--- src/rtl/lkc_pkg.sv ---
// ----------------------------------------------------------------------------
// lkc_pkg
// Shared constants and types for the keyed LRU lookup core.
// ----------------------------------------------------------------------------
package lkc_pkg;

    localparam int ENTRIES_DEF   = 20;
    localparam int AGE_BITS_DEF  = 32;

    localparam int X_W           = 12;
    localparam int WIDTH_W       = 13;
    localparam int SIDE_W        = 2;
    localparam int STYLE_W       = 4;
    localparam int HEADER_W      = 8;
    localparam int COUNT_W       = 8;
    localparam int KEY_W         = SIDE_W + STYLE_W + HEADER_W + COUNT_W + WIDTH_W;
    localparam int SLOT_W        = 5;

    localparam logic [WIDTH_W-1:0] SCREEN_RESET = 13'd800;
    localparam logic [WIDTH_W-1:0] LEFT_DEFAULT = 13'd1;

    typedef struct packed {
        logic key_we;
        logic age_we;
    } wr_ctl_t;

endpackage

--- src/rtl/lkc_key.sv ---
// ----------------------------------------------------------------------------
// lkc_key
// Builds the lookup key from the request fields and the screen width.
// ----------------------------------------------------------------------------
module lkc_key
(
    input  logic [lkc_pkg::SIDE_W-1:0]   side,
    input  logic [lkc_pkg::STYLE_W-1:0]  style,
    input  logic [lkc_pkg::HEADER_W-1:0] header,
    input  logic [lkc_pkg::COUNT_W-1:0]  item_count,
    input  logic [lkc_pkg::X_W-1:0]      left_x,
    input  logic                         left_absent,
    input  logic [lkc_pkg::X_W-1:0]      right_x,
    input  logic                         right_absent,
    input  logic [lkc_pkg::WIDTH_W-1:0]  canvas_w,
    output logic [lkc_pkg::KEY_W-1:0]    key
);

    logic [lkc_pkg::WIDTH_W-1:0] left_edge;
    logic [lkc_pkg::WIDTH_W-1:0] right_edge;
    logic [lkc_pkg::WIDTH_W-1:0] span;

    assign left_edge  = left_absent ? lkc_pkg::LEFT_DEFAULT : {1'b0, left_x};
    assign right_edge = right_absent ? (canvas_w - lkc_pkg::WIDTH_W'(1))
                                     : {1'b0, right_x};
    assign span       = right_edge - left_edge;
    assign key        = {span, item_count, header, style, side};

endmodule

--- src/rtl/lkc_store.sv ---
// ----------------------------------------------------------------------------
// lkc_store
// Key and age storage: one write port, one registered read port.
// ----------------------------------------------------------------------------
module lkc_store
#(
    parameter int ENTRIES  = lkc_pkg::ENTRIES_DEF,
    parameter int AGE_BITS = lkc_pkg::AGE_BITS_DEF,
    parameter int IDX_W    = (ENTRIES > 1) ? $clog2(ENTRIES) : 1
)
(
    input  logic                      clk,
    input  lkc_pkg::wr_ctl_t          wctl,
    input  logic [IDX_W-1:0]          waddr,
    input  logic [lkc_pkg::KEY_W-1:0] wkey,
    input  logic [AGE_BITS-1:0]       wage,
    input  logic [IDX_W-1:0]          raddr,
    output logic [lkc_pkg::KEY_W-1:0] rkey,
    output logic [AGE_BITS-1:0]       rage
);

    logic [lkc_pkg::KEY_W-1:0] key_mem [ENTRIES];
    logic [AGE_BITS-1:0]       age_mem [ENTRIES];

    always_ff @(posedge clk)
    begin
        if (wctl.key_we)
        begin
            key_mem[waddr] <= wkey;
        end
        if (wctl.age_we)
        begin
            age_mem[waddr] <= wage;
        end
        rkey <= key_mem[raddr];
        rage <= age_mem[raddr];
    end

endmodule

--- src/rtl/lru_keyed_cache_lookup_core.sv ---
// ----------------------------------------------------------------------------
// lru_keyed_cache_lookup_core
// Fully associative lookup table with least-recently-used replacement.
// ----------------------------------------------------------------------------
// Usage:
//   Request beats arrive on in_valid/in_stall with the key fields; each
//   produces one result beat (hit, slot, evicted) on out_valid/out_stall.
//   canvas_w is written on cfg_valid/cfg_ready (always ready); the user must
//   write it only while idle, the block itself does not enforce this.
//   One request at a time: in_stall is high from accept until the result is
//   loaded into the output register. Table entries are read one per cycle
//   through the store's registered read port and compared by one shared
//   key/age comparator. A hit ends the scan at its slot; a miss scans every
//   valid entry. When the age counter wraps, a sweep rewrites the valid
//   ages first.
//   The result sits in an output register; a new request is taken while it
//   waits, and a stalled result holds until taken.
//   Reset empties the table (fill count zero), clears the age counter and
//   sets canvas_w to 800. No clearing pass over the store is needed.
// ----------------------------------------------------------------------------
module lru_keyed_cache_lookup_core
#(
    parameter int ENTRIES  = lkc_pkg::ENTRIES_DEF,
    parameter int AGE_BITS = lkc_pkg::AGE_BITS_DEF
)
(
    input  logic                         clk,
    input  logic                         rst_n,

    input  logic                         cfg_valid,
    output logic                         cfg_ready,
    input  logic [lkc_pkg::WIDTH_W-1:0]  cfg_data,

    input  logic                         in_valid,
    output logic                         in_stall,
    input  logic [lkc_pkg::SIDE_W-1:0]   side,
    input  logic [lkc_pkg::STYLE_W-1:0]  style,
    input  logic [lkc_pkg::HEADER_W-1:0] header,
    input  logic [lkc_pkg::COUNT_W-1:0]  item_count,
    input  logic [lkc_pkg::X_W-1:0]      left_x,
    input  logic                         left_absent,
    input  logic [lkc_pkg::X_W-1:0]      right_x,
    input  logic                         right_absent,

    output logic                         out_valid,
    input  logic                         out_stall,
    output logic                         hit,
    output logic [lkc_pkg::SLOT_W-1:0]   slot,
    output logic                         evicted
);

    localparam int IDX_W = (ENTRIES > 1) ? $clog2(ENTRIES) : 1;
    localparam int CNT_W = $clog2(ENTRIES + 1);

    typedef enum logic [1:0] {
        ST_IDLE,
        ST_SWEEP,
        ST_SCAN,
        ST_OUT
    } state_t;

    state_t                    state_reg, state_next;
    logic [lkc_pkg::WIDTH_W-1:0] canvas_w_reg;
    logic [lkc_pkg::KEY_W-1:0] key_reg, key_next;
    logic [AGE_BITS-1:0]       cnt_reg, cnt_next;
    logic [CNT_W-1:0]          fill_reg, fill_next;
    logic [CNT_W-1:0]          rd_idx_reg, rd_idx_next;
    logic                      pend_reg, pend_next;
    logic [IDX_W-1:0]          pend_idx_reg, pend_idx_next;
    logic [AGE_BITS-1:0]       least_reg, least_next;
    logic [IDX_W-1:0]          lru_reg, lru_next;
    logic                      res_hit_reg, res_hit_next;
    logic [IDX_W-1:0]          res_slot_reg, res_slot_next;
    logic                      res_ev_reg, res_ev_next;
    logic                      out_valid_reg, out_valid_next;
    logic                      hit_reg, hit_next;
    logic [lkc_pkg::SLOT_W-1:0] slot_reg, slot_next;
    logic                      evicted_reg, evicted_next;

    logic [lkc_pkg::KEY_W-1:0] key_w;
    logic [AGE_BITS-1:0]       cnt_inc;
    lkc_pkg::wr_ctl_t          wctl;
    logic [IDX_W-1:0]          waddr;
    logic [lkc_pkg::KEY_W-1:0] wkey;
    logic [AGE_BITS-1:0]       wage;
    logic [IDX_W-1:0]          raddr;
    logic [lkc_pkg::KEY_W-1:0] rkey;
    logic [AGE_BITS-1:0]       rage;

    lkc_key u_key
    (
        .side         (side),
        .style        (style),
        .header       (header),
        .item_count   (item_count),
        .left_x       (left_x),
        .left_absent  (left_absent),
        .right_x      (right_x),
        .right_absent (right_absent),
        .canvas_w     (canvas_w_reg),
        .key          (key_w)
    );

    lkc_store
    #(
        .ENTRIES  (ENTRIES),
        .AGE_BITS (AGE_BITS),
        .IDX_W    (IDX_W)
    )
    u_store
    (
        .clk   (clk),
        .wctl  (wctl),
        .waddr (waddr),
        .wkey  (wkey),
        .wage  (wage),
        .raddr (raddr),
        .rkey  (rkey),
        .rage  (rage)
    );

    assign cfg_ready = 1'b1;
    assign in_stall  = (state_reg != ST_IDLE);
    assign out_valid = out_valid_reg;
    assign hit       = hit_reg;
    assign slot      = slot_reg;
    assign evicted   = evicted_reg;
    assign cnt_inc   = cnt_reg + AGE_BITS'(1);

    always_comb
    begin
        state_next     = state_reg;
        key_next       = key_reg;
        cnt_next       = cnt_reg;
        fill_next      = fill_reg;
        rd_idx_next    = rd_idx_reg;
        pend_next      = pend_reg;
        pend_idx_next  = pend_idx_reg;
        least_next     = least_reg;
        lru_next       = lru_reg;
        res_hit_next   = res_hit_reg;
        res_slot_next  = res_slot_reg;
        res_ev_next    = res_ev_reg;
        out_valid_next = out_valid_reg && out_stall;
        hit_next       = hit_reg;
        slot_next      = slot_reg;
        evicted_next   = evicted_reg;
        wctl           = '0;
        waddr          = '0;
        wkey           = key_reg;
        wage           = cnt_reg;
        raddr          = rd_idx_reg[IDX_W-1:0];

        unique case (state_reg)
            ST_IDLE:
            begin
                if (in_valid)
                begin
                    key_next    = key_w;
                    rd_idx_next = '0;
                    pend_next   = 1'b0;
                    least_next  = '1;
                    lru_next    = '0;
                    if (cnt_inc == '1)
                    begin
                        cnt_next   = AGE_BITS'(1);
                        state_next = ST_SWEEP;
                    end
                    else
                    begin
                        cnt_next   = cnt_inc;
                        state_next = ST_SCAN;
                    end
                end
            end
            ST_SWEEP:
            begin
                if (rd_idx_reg < fill_reg)
                begin
                    wctl.age_we = 1'b1;
                    waddr       = rd_idx_reg[IDX_W-1:0];
                    wage        = AGE_BITS'(1);
                    rd_idx_next = rd_idx_reg + CNT_W'(1);
                end
                else
                begin
                    rd_idx_next = '0;
                    state_next  = ST_SCAN;
                end
            end
            ST_SCAN:
            begin
                if (pend_reg && rkey == key_reg)
                begin
                    wctl.age_we   = 1'b1;
                    waddr         = pend_idx_reg;
                    res_hit_next  = 1'b1;
                    res_slot_next = pend_idx_reg;
                    res_ev_next   = 1'b0;
                    pend_next     = 1'b0;
                    state_next    = ST_OUT;
                end
                else
                begin
                    if (pend_reg && rage < least_reg)
                    begin
                        least_next = rage;
                        lru_next   = pend_idx_reg;
                    end
                    if (rd_idx_reg < fill_reg)
                    begin
                        pend_next     = 1'b1;
                        pend_idx_next = rd_idx_reg[IDX_W-1:0];
                        rd_idx_next   = rd_idx_reg + CNT_W'(1);
                    end
                    else
                    begin
                        pend_next = 1'b0;
                        if (!pend_reg)
                        begin
                            // miss: fill a free slot or replace the LRU one
                            wctl.key_we  = 1'b1;
                            wctl.age_we  = 1'b1;
                            res_hit_next = 1'b0;
                            if (fill_reg == CNT_W'(ENTRIES))
                            begin
                                waddr         = lru_reg;
                                res_slot_next = lru_reg;
                                res_ev_next   = 1'b1;
                            end
                            else
                            begin
                                waddr         = fill_reg[IDX_W-1:0];
                                res_slot_next = fill_reg[IDX_W-1:0];
                                res_ev_next   = 1'b0;
                                fill_next     = fill_reg + CNT_W'(1);
                            end
                            state_next = ST_OUT;
                        end
                    end
                end
            end
            ST_OUT:
            begin
                if (!out_valid_reg || !out_stall)
                begin
                    out_valid_next = 1'b1;
                    hit_next       = res_hit_reg;
                    slot_next      = lkc_pkg::SLOT_W'(res_slot_reg);
                    evicted_next   = res_ev_reg;
                    state_next     = ST_IDLE;
                end
            end
            default:
            begin
                state_next = ST_IDLE;
            end
        endcase
    end

    always_ff @(posedge clk or negedge rst_n)
    begin
        if (!rst_n)
        begin
            state_reg     <= ST_IDLE;
            canvas_w_reg  <= lkc_pkg::SCREEN_RESET;
            cnt_reg       <= '0;
            fill_reg      <= '0;
            rd_idx_reg    <= '0;
            pend_reg      <= 1'b0;
            out_valid_reg <= 1'b0;
            hit_reg       <= 1'b0;
            slot_reg      <= '0;
            evicted_reg   <= 1'b0;
        end
        else
        begin
            state_reg     <= state_next;
            cnt_reg       <= cnt_next;
            fill_reg      <= fill_next;
            rd_idx_reg    <= rd_idx_next;
            pend_reg      <= pend_next;
            out_valid_reg <= out_valid_next;
            hit_reg       <= hit_next;
            slot_reg      <= slot_next;
            evicted_reg   <= evicted_next;
            if (cfg_valid && cfg_ready)
            begin
                canvas_w_reg <= cfg_data;
            end
        end
    end

    always_ff @(posedge clk)
    begin
        key_reg      <= key_next;
        pend_idx_reg <= pend_idx_next;
        least_reg    <= least_next;
        lru_reg      <= lru_next;
        res_hit_reg  <= res_hit_next;
        res_slot_reg <= res_slot_next;
        res_ev_reg   <= res_ev_next;
    end

endmodule
--- config.mk ---
export PLATFORM = sky130hd
export DESIGN_NAME = lru_keyed_cache_lookup_core
export DESIGN_NICKNAME = d
export VERILOG_FILES = /design/src/rtl/lkc_pkg.sv /design/src/rtl/lkc_key.sv /design/src/rtl/lkc_store.sv /design/src/rtl/lru_keyed_cache_lookup_core.sv
export SDC_FILE = /design/constraint.sdc
export NUM_CORES = 2
export LEC_CHECK = 0
export BUFFER_PORTS_ARGS = -buffer_cell sky130_fd_sc_hd__clkbuf_2
export CAP_MARGIN = 20
export CORE_MARGIN = 2
export CORE_UTILIZATION = 40
export DETAILED_ROUTE_END_ITERATION = 12
export GPL_TIMING_DRIVEN = 1
export PLACE_DENSITY = 0.59
export SETUP_SLACK_MARGIN = 0.5
export SLEW_MARGIN = 20
export SYNTH_ARGS = -nofsm -noshare
export SYNTH_HDL_FRONTEND = slang
export SYNTH_HIERARCHICAL = 1
export SYNTH_SLANG_ARGS = --single-unit
--- constraint.sdc ---
create_clock -name clk -period 9.45 [get_ports clk]
set_input_delay 0 -clock clk [delete_from_list [all_inputs] [get_ports clk]]
set_output_delay 0 -clock clk [all_outputs]
set_load 0.01 [all_outputs]
==> results.md <==
Run status:
- The run finished with clean final reports.

STA:
- Setup repair after global routing left no endpoint under its margin.
- The final max-slew violation count was 0.
- The sum of negative setup slack is 0 ns.
- After layout, the worst path uses just over 60% of the clock period.
- The count of endpoints failing setup in the final report is 0.
- The final hold violation count is 0.
- The worst path needs about 5.9 ns of the cycle, external delays included.
- For this run, the top clock speed supported by timing is 171 MHz.
- The final worst clock skew is a little under 0.04 ns.
- The worst slew slack as a fraction of its limit is 27.2%.
- The worst-margin pin slew is 1.09 ns.
- The worst path meets setup with ~3.6 ns of slack.

Placed design:
- Input and output buffers added on the ports amount to 74.
- After detailed placement, the design holds a cell count of 5693.
- The post-placement worst setup slack is approximately 3.7 ns.
- Routability-driven placement finished with a final weighted congestion of 0.778.
- The placed standard-cell area is ~65000 um2.
- The HPWL reported at the end of detailed placement is between 80000 and 90000 um.

Floorplan:
- 76 I/O pins were placed.
- The die is between 300 and 400 um tall.
- Once the floorplan was initialized, standard cells occupied 40.4% of the core.
- The die footprint is between 150000 and 200000 um2.
- The x dimension of the die is around 400 um.
- The floorplan has 144 rows.
- The core region is about 150000 um2.

Setup path:
- In this run the critical register-to-register path is launched from key_reg[8]$_DFFE_PP_.
- In this run the register-to-register setup slack is 3.59 ns.
- STA classifies the critical path endpoint as a flip-flop.
- The largest driver fanout on the critical path is 21.
- The critical path arrival is 6.29 ns.
- STA puts the critical path data required time at about 9.9 ns.
- Tracing the worst setup path back leads to its startpoint at key_reg[8]$_DFFE_PP_.
- The critical path is of the reg -> reg type.
- The kind of start point of the critical path is a flip-flop.

Routing:
- The residual antenna-violating net count after detailed routing is 0.
- The average routed wire per standard cell is 25.1 um.
- The initial detailed-routing violation count is 3249.
- The post-detailed-route via-to-cell ratio is 5.49.
- The first-pass iteration count of the detailed router is 8.
- For this run, design rule violations remaining after detail routing come to 0.
- The total detailed-routing wirelength is 153000 um.
- Across all layers, the routed design uses around 33000 vias.

Cells and area:
- Ranked by flip-flop count, first place goes to u_store/key_mem.
- After the flow finishes, the layout carries non-filler instances totaling a little over 6000.
- The post-route cell area is 71000 um2.
- The post-route netlist has 17.2% of its cells at a drive strength greater than 1.
- The largest registers in the layout are u_store/key_mem (700), u_store/age_mem (640).
- The post-synthesis to final-layout area growth is 14.1%.
- After the last flow step, the layout net total stands at a little over 4000.
- The filler cell count in the final layout is between 10000 and 15000.
- The register with the most flip-flops in the layout has 700 of them.

Clocking:
- The maximum buffer depth of the clock tree is 3.
- The number of H-tree levels is 4.
- The later pin in the worst-skew pair is clocked with a latency of 0.80 ns.
- Counting the buffers created by CTS gives 157.
- The cell at the root of the clock tree is clkbuf_16.
- The clock input transition at the sequential cells of the worst setup and hold paths is 0.06 ns.
- The clock sink count is 1557.
- TritonCTS built the clock tree.
- The number of instances resized during post-cts repair is 0.

Power and ir drop:
- The power per cell area is approximately 260 nW/um2.
- The leakage power summed over all cells is 23.4 nW.
- The overall power after layout is roughly 18 mW.
- VDD sags by at most 0.182 mV.

Hold path:
- The type of the worst min-delay path is in -> reg.
- The startpoint identified for the worst hold timing path is right_x[2].

Global route:
- The residual overflow from global routing is 0.
- The initial antenna violation count is 5.
- The first global-routing pass estimated 224000 um of wire.
- Across every metal layer, demand over resource in global routing totals 19.2%.
- The number of global-route vias before repair is 33000.
- Entering global routing, the biggest net connects 136 pins.

Logic synthesis:
- The summed instance area of the synthesized netlist is 62200 um2.
- The number of distinct standard cells referenced by the synthesized netlist is 83.
- The average cell area after synthesis is 16.7 um2.
- Counting flops with an async set or reset pin after synthesis yields a share of 4.24%.
- For this run, the register share of the synthesized area comes to 73.5%.
- Counting every net in the synthesized netlist gives 3849.
- The dominant cell type by area after synthesis is edfxtp_1.
- Sorting the synthesized cells by area gives the leading types as edfxtp_1 (69%), mux2i_1 (5.4%), mux2_2 (2.9%).
- The share of the synthesized area in the top cell type is 68.7%.
- Yosys printed 6 warnings.
- The flip-flop and latch count after synthesis is about 1600.
- Synthesis produced a netlist whose cell count is 3723.
- The dominant register cell in the synthesized netlist is edfxtp_1.
- In this run, synthesis inferred 1424 flip-flops with an integrated enable.

Job:
- The number of maximum-capacitance constraint violations is 0.
final cells by class:
cell class	instances	area, um2	share of cell area, %
diodes	3	7.51	0.0106
clock buffers	217	4360	6.13
clock inverters	71	567	0.798
inverters	59	221	0.312
multi-input cells	1891	15600	21.9
flip-flops and latches	1557	45800	64.4
well taps	2044	2560	3.60
repair buffers	244	1980	2.79
cell usage in the layout, fill, tap and decap left out, types with 71 or more instances in the layout:
| cell | n |
|---|---|
| dlygate4sd3_1 | 98 |
| mux2_2 | 161 |
| mux2i_1 | 337 |
| o22ai_1 | 201 |
| nor2_1 | 77 |
| clkbuf_2 | 73 |
| nand2_1 | 186 |
| o31ai_1 | 71 |
| clkbuf_16 | 159 |
| edfxtp_1 | 1424 |
| a211oi_1 | 137 |
synth_stat cells (63+ instances only):
cell type,n
dfrtp_1,63
mux4_2,68
nand2_1,187
buf_2,72
o31ai_1,73
o22ai_1,201
mux2i_1,337
edfxtp_1,1424
clkbuf_1,88
a211oi_1,138
nor2_1,120
nor2b_1,70
mux2_2,161
dfxtp_1,67
worst max-delay path: stages (launching register included):
cell      delay (ns)
edfxtp_1        0.65
xnor2_1         0.63
nand4_1         0.17
nor4_1          0.37
and3_1          0.56
and2_0          0.36
a22oi_1         0.13
a21boi_0        0.70
nand3b_1        0.59
nor2_4          0.79
buf_4           0.49
per-stage QoR:
stage	hold WS, ns	utilization (%)
finish	0.0341	46.1
global route	0.0208	46.1
CTS	0.00223	46.0
detailed placement	0.179	42.2
global placement	0.177	42.2
floorplan	-0.296	-
what timing repair did:
| action | CTS | global route |
|---|---|---|
| hold buffers | 98 | 0 |
| hold endpoints to repair | 147 | 0 |
| buffers inserted | 0 | 0 |
kinds of logic (layout without fill, tap and decap cells):
family	count (synthesis)	after routing	synth area share, %
compound gates	563	563	6.15
xor+xnor	72	72	1.01
fa+ha+maj	60	60	1.22
buf+inv	275	591	2.08
flops	1557	1557	73.5
mux	566	566	10.8
other cells	1	4	0.00602
simple gates	629	629	5.22
where the power goes:
part / switching (mW) / total (mW) / internal, mW
combinational: 2.14 / 3.49 / 1.34
clock: 2.61 / 5.96 / 3.35
sequential: 0.398 / 8.68 / 8.28
path summary, 6_finish.rpt:
check / depth (start not counted) / end
hold / removal: 5 / key_reg[24]$_DFFE_PP_
max in group asynchronous: 4 / raddr[1]$_DFFE_PN0P_
hold reg to reg: 1 / least_reg[0]$_SDFFCE_PN1P_
setup / recovery: 10 / u_store/key_mem[5][11]$_DFFE_PP_
min in group asynchronous: 4 / cnt_reg[25]$_DFFE_PN0P_
setup reg to reg: 10 / u_store/key_mem[5][11]$_DFFE_PP_
metal layers:
metal | part of all wire [%] | up-vias | routed length, um | track usage, %
li1 | - | 15000 | - | -
met1 | 44 | 17300 | 67200 | 26.9
met2 | 47 | 1001 | 72500 | 31.0
met3 | 6.7 | 178 | 10300 | 3.77
met4 | 1.8 | 0 | 2820 | 4.68
met5 | 0 | - | 0 | 0
(Power assumes the default switching activity.)
